File: src/rtl/vma_pkg.sv
// Shared codes, constants and datapath functions for the Vole machine ALU.
`default_nettype none
package vma_pkg;

	localparam int VMA_REG_COUNT = 16;

	localparam logic [2:0] OP_IADD  = 3'd0;
	localparam logic [2:0] OP_FADD  = 3'd1;
	localparam logic [2:0] OP_OR    = 3'd2;
	localparam logic [2:0] OP_AND   = 3'd3;
	localparam logic [2:0] OP_XOR   = 3'd4;
	localparam logic [2:0] OP_ROTR  = 3'd5;
	localparam logic [2:0] OP_WRITE = 3'd6;
	localparam logic [2:0] OP_NONE  = 3'd7;

	localparam logic [2:0] BIAS_RESET = 3'd4;

	localparam logic [7:0] SIGN_MASK = 8'h80;
	localparam logic [7:0] MAG_SAT   = 8'h7F;

	function automatic logic [7:0] rotr8(input logic [7:0] x, input logic [2:0] k);
		logic [15:0] dbl;
		begin
			dbl = {x, x} >> k;
			return dbl[7:0];
		end
	endfunction

	function automatic logic [7:0] fp_add(input logic [7:0] a, input logic [7:0] b);
		logic [10:0] ma;
		logic [10:0] mb;
		logic [11:0] mag;
		logic        neg;
		logic [2:0]  e;
		logic [11:0] frac;
		begin
			ma = 11'(a[3:0]) << a[6:4];
			mb = 11'(b[3:0]) << b[6:4];
			if (a[7] == b[7]) begin
				mag = 12'(ma) + 12'(mb);
				neg = a[7];
			end else if (ma >= mb) begin
				mag = 12'(ma - mb);
				neg = a[7];
			end else begin
				mag = 12'(mb - ma);
				neg = b[7];
			end
			e = 3'd0;
			for (int i = 4; i < 11; i++) begin
				if (mag[i])
					e = 3'(i - 3);
			end
			frac = mag >> e;
			if (mag == 12'd0)
				return 8'h00;
			else if (mag[11])
				return (neg ? SIGN_MASK : 8'h00) | MAG_SAT;
			else
				return {neg, e, frac[3:0]};
		end
	endfunction

endpackage
`default_nettype wire

File: src/rtl/vole_machine_alu.sv
// Vole machine ALU: register file in a synchronous memory with a compute and write-back stage.
// Result strobe: an accepted start is registered into the s1 stage, then into done.
// Only one item is in flight at a time; the register file memory is read in the
// accept cycle and written back in the following cycle, and busy holds off the
// next item for that write-back.
// Reset clears the register file (per-entry valid bits) and sets the bias to 4.
// The receiver cannot stall: done is a single-cycle strobe.
`default_nettype none
module vole_machine_alu import vma_pkg::*; #(
	parameter int REG_COUNT = VMA_REG_COUNT
) (
	input  wire logic       clk,
	input  wire logic       arst_n,
	input  wire logic       cfg_we,
	input  wire logic [2:0] cfg_wdata,
	input  wire logic       start,
	output logic            busy,
	input  wire logic [2:0] req_type,
	input  wire logic [3:0] dest_reg,
	input  wire logic [3:0] src_a,
	input  wire logic [3:0] src_b,
	input  wire logic [3:0] rotate_amount,
	input  wire logic [7:0] write_value,
	output logic            done,
	output logic [3:0]      result_index,
	output logic [7:0]      result_value
);

	localparam int AW = (REG_COUNT > 1) ? $clog2(REG_COUNT) : 1;
	localparam logic [8:0] RC = 9'(REG_COUNT);

	logic [7:0]           rf_mem [REG_COUNT];
	logic [REG_COUNT-1:0] valid_q;
	logic [2:0]           exponent_bias_q;

	logic       vld_s1;
	logic [2:0] req_s1;
	logic [3:0] dst_s1;
	logic [2:0] amt_s1;
	logic [7:0] wval_s1;
	logic       a_ok_s1;
	logic       b_ok_s1;
	logic       dst_ok_s1;
	logic [7:0] a_dat_s1;
	logic [7:0] b_dat_s1;

	logic          done_q;
	logic [3:0]    result_index_q;
	logic [7:0]    result_value_q;

	logic          acc;
	logic [3:0]    ra_idx;
	logic [AW-1:0] ra;
	logic [AW-1:0] rb;
	logic [AW-1:0] wa;
	logic          ra_in;
	logic          rb_in;
	logic          dst_in;
	logic [7:0]    op_a;
	logic [7:0]    op_b;
	logic [7:0]    res;
	logic          wr_en;

	assign acc    = start && !busy;
	assign busy   = vld_s1;
	assign ra     = AW'(ra_idx);
	assign rb     = AW'(src_b);
	assign wa     = AW'(dst_s1);
	assign ra_in  = {5'd0, ra_idx} < RC;
	assign rb_in  = {5'd0, src_b} < RC;
	assign dst_in = {5'd0, dest_reg} < RC;
	assign op_a   = a_ok_s1 ? a_dat_s1 : 8'h00;
	assign op_b   = b_ok_s1 ? b_dat_s1 : 8'h00;
	assign wr_en  = vld_s1 && dst_ok_s1 && (req_s1 != OP_NONE);

	assign done         = done_q;
	assign result_index = result_index_q;
	assign result_value = result_value_q;

	always_comb begin
		if (req_type inside {OP_ROTR, OP_NONE})
			ra_idx = dest_reg;
		else
			ra_idx = src_a;
	end

	always_comb begin
		case (req_s1)
			OP_IADD:  res = op_a + op_b;
			OP_FADD:  res = fp_add(op_a, op_b);
			OP_OR:    res = op_a | op_b;
			OP_AND:   res = op_a & op_b;
			OP_XOR:   res = op_a ^ op_b;
			OP_ROTR:  res = rotr8(op_a, amt_s1);
			OP_WRITE: res = wval_s1;
			default:  res = op_a;
		endcase
	end

	always_ff @(posedge clk) begin
		if (wr_en)
			rf_mem[wa] <= res;
		if (acc) begin
			a_dat_s1 <= rf_mem[ra];
			b_dat_s1 <= rf_mem[rb];
		end
	end

	always_ff @(posedge clk) begin
		if (acc) begin
			req_s1  <= req_type;
			dst_s1  <= dest_reg;
			amt_s1  <= rotate_amount[2:0];
			wval_s1 <= write_value;
		end
		if (vld_s1) begin
			result_index_q <= dst_s1;
			result_value_q <= dst_ok_s1 ? res : 8'h00;
		end
	end

	always_ff @(posedge clk or negedge arst_n) begin
		if (!arst_n) begin
			vld_s1          <= 1'b0;
			done_q          <= 1'b0;
			valid_q         <= '0;
			exponent_bias_q <= BIAS_RESET;
			a_ok_s1         <= 1'b0;
			b_ok_s1         <= 1'b0;
			dst_ok_s1       <= 1'b0;
		end else begin
			vld_s1 <= acc;
			done_q <= vld_s1;
			if (cfg_we)
				exponent_bias_q <= cfg_wdata;
			if (wr_en)
				valid_q[wa] <= 1'b1;
			if (acc) begin
				a_ok_s1   <= ra_in && valid_q[ra];
				b_ok_s1   <= rb_in && valid_q[rb];
				dst_ok_s1 <= dst_in;
			end
		end
	end

endmodule
`default_nettype wire

File: config.mk
export PLATFORM = sky130hd
export DESIGN_NAME = vole_machine_alu
export DESIGN_NICKNAME = d
export VERILOG_FILES = /design/src/rtl/vma_pkg.sv /design/src/rtl/vole_machine_alu.sv
export SDC_FILE = /design/constraint.sdc
export NUM_CORES = 1
export LEC_CHECK = 0
export ABC_CLOCK_PERIOD_IN_PS = 13380
export BUFFER_PORTS_ARGS = -buffer_cell sky130_fd_sc_hd__buf_4
export CAP_MARGIN = 20
export CORE_MARGIN = 2
export CORE_UTILIZATION = 55
export CTS_CLUSTER_DIAMETER = 50
export CTS_CLUSTER_SIZE = 28
export DETAILED_ROUTE_END_ITERATION = 10
export PLACE_DENSITY = 0.72
export SLEW_MARGIN = 20
export SYNTH_ARGS = -nofsm -noshare
export SYNTH_HDL_FRONTEND = slang
export SYNTH_SLANG_ARGS = --single-unit
File: constraint.sdc
create_clock -name clk -period 13.38 [get_ports clk]
set_input_delay 2.676 -clock clk [delete_from_list [all_inputs] [get_ports clk]]
set_output_delay 2.676 -clock clk [all_outputs]
set_load 0.02 [all_outputs]
==> results.json <==
{
  "antenna_found_initial": 0,
  "insertion_delay_ps": 440,
  "synth_cells": 979,
  "utilization_pct": 61.3,
  "place_congestion": 0.913,
  "synth_top_area_cell": "edfxtp_1",
  "powerDensity_mw_per_mm2": 177,
  "drive_gt1_share_pct": 22.9,
  "antenna_left": 0,
  "reg2reg_depth": 17,
  "fp.dieH_um": 153,
  "cts_tree": "done",
  "status": "finished clean",
  "synth_common_cells": "174 x edfxtp_1, 84 x mux4_2, 74 x nor2_1, 62 x nand2_1, 59 x inv_1",
  "setup_tns_ps": 0,
  "io_pins": 48,
  "cp_max_fo": 16,
  "antennaDiodeCount": 0,
  "period_minus_slack_ps": 6560,
  "synth_top_area_share_pct": 42.8,
  "final-setup-viol-count": 0,
  "synth_edf_count": 174,
  "finalClockSkew_ps": 14.7,
  "port_buffers": 42,
  "ys.flop_type": "edfxtp_1",
  "initial_core_util_pct": 55.9,
  "min_from": "valid_q[13]$_DFFE_PN0P_",
  "area_growth_pct": 9.73,
  "cts-resized-gates": 0,
  "hold_viol": 0,
  "rsz0062_at_grt": "false",
  "timing.critical_path.buf_inv": 2,
  "cts.htree.levels": 4,
  "ys_warn_count": 0,
  "synth.most_common_cell": "edfxtp_1",
  "viasPerCell": 6.60,
  "netlist_area_mm2": 0.0122,
  "critical_path.top_delay_family": "compound AO/OA/AOI/OAI gates",
  "cts_num_sinks": 195,
  "crit_required_ps": 13550,
  "critPathKind": "reg -> reg",
  "r2r_setup_slack_ps": 6820,
  "hold_end": "valid_q[13]$_DFFE_PN0P_",
  "vias": 8492,
  "cts_made_buffers": 17,
  "post_cts_buffers": 0,
  "cp.arrival_ps": 6740,
  "p_leak_uw": 0.00491,
  "whs_path_depth": 1,
  "grt_max_degree": 39,
  "maxCapViolations": 0,
  "ctsRootBufferMaster": "clkbuf_16",
  "synth_area_leaders": "edfxtp_1 43%, mux4_2 16%, ha_1 4.9%",
  "track_usage_pct": 26.3,
  "fin_nets": 1080,
  "start_kind": "register",
  "peakVddDrop_uv": 100,
  "maxSlewHeadroom_pct": 27.0,
  "worst_slew_pin_slew_ps": 1090,
  "min_period_over_period_pct": 49.1,
  "crit_top_cell": "a21oi_1",
  "reg2reg_to": "rf_mem[6][5]$_DFFE_PP_",
  "syn_avg_cell_area_um2": 12.5,
  "fmax_mhz": 152,
  "syn_nets": 1065,
  "ys_types": 89,
  "core_area_mm2": 0.0218,
  "synth-seq-area-share_pct": 47.2,
  "wl_um": 30300,
  "cp_slowest_cell": "o2111ai_1",
  "dieArea_mm2": 0.0234,
  "critPathMaxStageDelay_ps": 900,
  "critical_path.cell_chain": "and2_1 > mux4_2 > nand2_1 > inv_1 > ha_1 > a21oi_1 > nand2_1 > o2111ai_1 > o2111ai_1 > a31oi_1 > xnor2_1 > or4_4 > o31ai_4 > a21oi_1 > a211oi_2 > a21oi_1 > buf_4",
  "ys_ff_latch": 195,
  "grt-ovfl-total": 0,
  "synthArstFlopShare_pct": 10.8,
  "grt_pass1_wl_um": 47600,
  "worstReg2RegStart": "a_ok_s1$_DFFE_PN0P_",
  "die_w_um": 153,
  "worst_setup_path_end_kind": "register",
  "dpl.hpwl_um": 21100,
  "drc": 0,
  "slew_violations": 0,
  "grt_pass1_vias": 8301,
  "hp-class": "reg -> reg",
  "rows": 54,
  "cts_hold_buf": 0,
  "clk_pin_slew_worst_paths_ps": 80,
  "firstDrtPassIters": 5,
  "drtIter0Drc": 811,
  "cts_max_path_buffers": 2,
  "wl_per_cell_um": 23.6
}
## cell type report
type | count | area [um2]
Timing Repair Buffer | 56 | 428
Sequential cell | 195 | 5750
Multi-Input combinational cell | 664 | 6020
Tap cell | 280 | 350
Clock inverter | 15 | 183
Fill cell | 1652 | 8440
Clock buffer | 17 | 425
Inverter | 60 | 225
## cell usage in the layout (no fill, tap or decap), drive strengths merged, types with 7 or more instances in the layout
cell type  synthesis  routed
nand2b            14      14
nor3              15      15
o211ai             7       7
and2              11      11
nor2              75      75
a21o              11      11
xnor2             11      11
buf               14      55
ha                48      48
mux2i             28      28
or3                7       7
clkbuf            46      18
a21oi             54      54
dfrtp             21      21
nand3             13      13
o21a               7       7
o21ai             33      33
a211oi            20      20
mux2              10      10
nor2b             19      19
inv               59      69
a31oi              9       9
edfxtp           174     174
mux4              84      84
or2               23      23
nand2             62      62
## cell families after synthesis
| group | synth area share, % |
|---|---|
| XOR/XNOR | 1.06 |
| AND/OR/NAND/NOR | 11.1 |
| adder cells (fa/ha/maj) | 5.58 |
| AO/OA/AOI/OAI | 12.3 |
| buffers and inverters | 4.02 |
| multiplexers | 18.7 |
| flip-flops | 47.2 |
## metrics by stage
step | hold slack (ps) | setup WS [ps] | instances | power (uW) | area, um2
4_1_cts | 497 | 6470 | 1285 | 2350 | 13300
3_3_place_gp | 471 | 6710 | 1253 | 1810 | 12700
5_1_grt | 522 | 6380 | 1287 | 2490 | 13400
3_5_place_dp | 473 | 6460 | 1253 | 1820 | 12700
6_report | 492 | 6820 | 1287 | 2360 | 13400
2_1_floorplan | 452 | 7570 | 979 | 1580 | 12200
## state kept, by name, indices dropped and copies added (netlist names), 3 cells and up
| signal | count |
|---|---|
| rf_mem | 128 |
| wval_s1 | 8 |
| amt_s1 | 3 |
| a_dat_s1 | 8 |
| result_value | 8 |
| req_s1 | 3 |
| b_dat_s1 | 8 |
| result_index | 4 |
| valid_q | 16 |
| dst_s1 | 4 |
## worst max path at each step
| stage | start | end | slack [ps] | cells after the start |
|---|---|---|---|---|
| 3_3_place_gp | a_ok_s1$_DFFE_PN0P_ | rf_mem[12][3]$_DFFE_PP_ | 6710 | 16 |
| 4_1_cts | a_ok_s1$_DFFE_PN0P_ | rf_mem[4][3]$_DFFE_PP_ | 6470 | 16 |
| 3_5_place_dp | a_ok_s1$_DFFE_PN0P_ | rf_mem[14][0]$_DFFE_PP_ | 6460 | 16 |
| 5_1_grt | a_ok_s1$_DFFE_PN0P_ | rf_mem[5][5]$_DFFE_PP_ | 6380 | 17 |
| 2_1_floorplan | req_type[2] | a_dat_s1[5]$_DFFE_PP_ | 7570 | 7 |
| 6_report | a_ok_s1$_DFFE_PN0P_ | rf_mem[6][5]$_DFFE_PP_ | 6820 | 17 |
## power by group
part / switching (uW) / internal (uW) / leakage (uW) / total, uW
Combinational: 656 / 396 / 0.00277 / 1050
Sequential: 36.3 / 753 / 0.00184 / 789
Clock: 266 / 257 / 0.000299 / 523
Total: 959 / 1410 / 0.00491 / 2360
## per-layer routing
layer | vias up | GRT usage, % | part of all wire (%)
met1 | 4264 | 36.9 | 41
met2 | 359 | 42.9 | 50
met3 | 54 | 4.34 | 7.0
met5 | - | 0 | 0
li1 | 3815 | - | -
met4 | 0 | 8.16 | 2.4
Power figures use the tool's default switching activity.
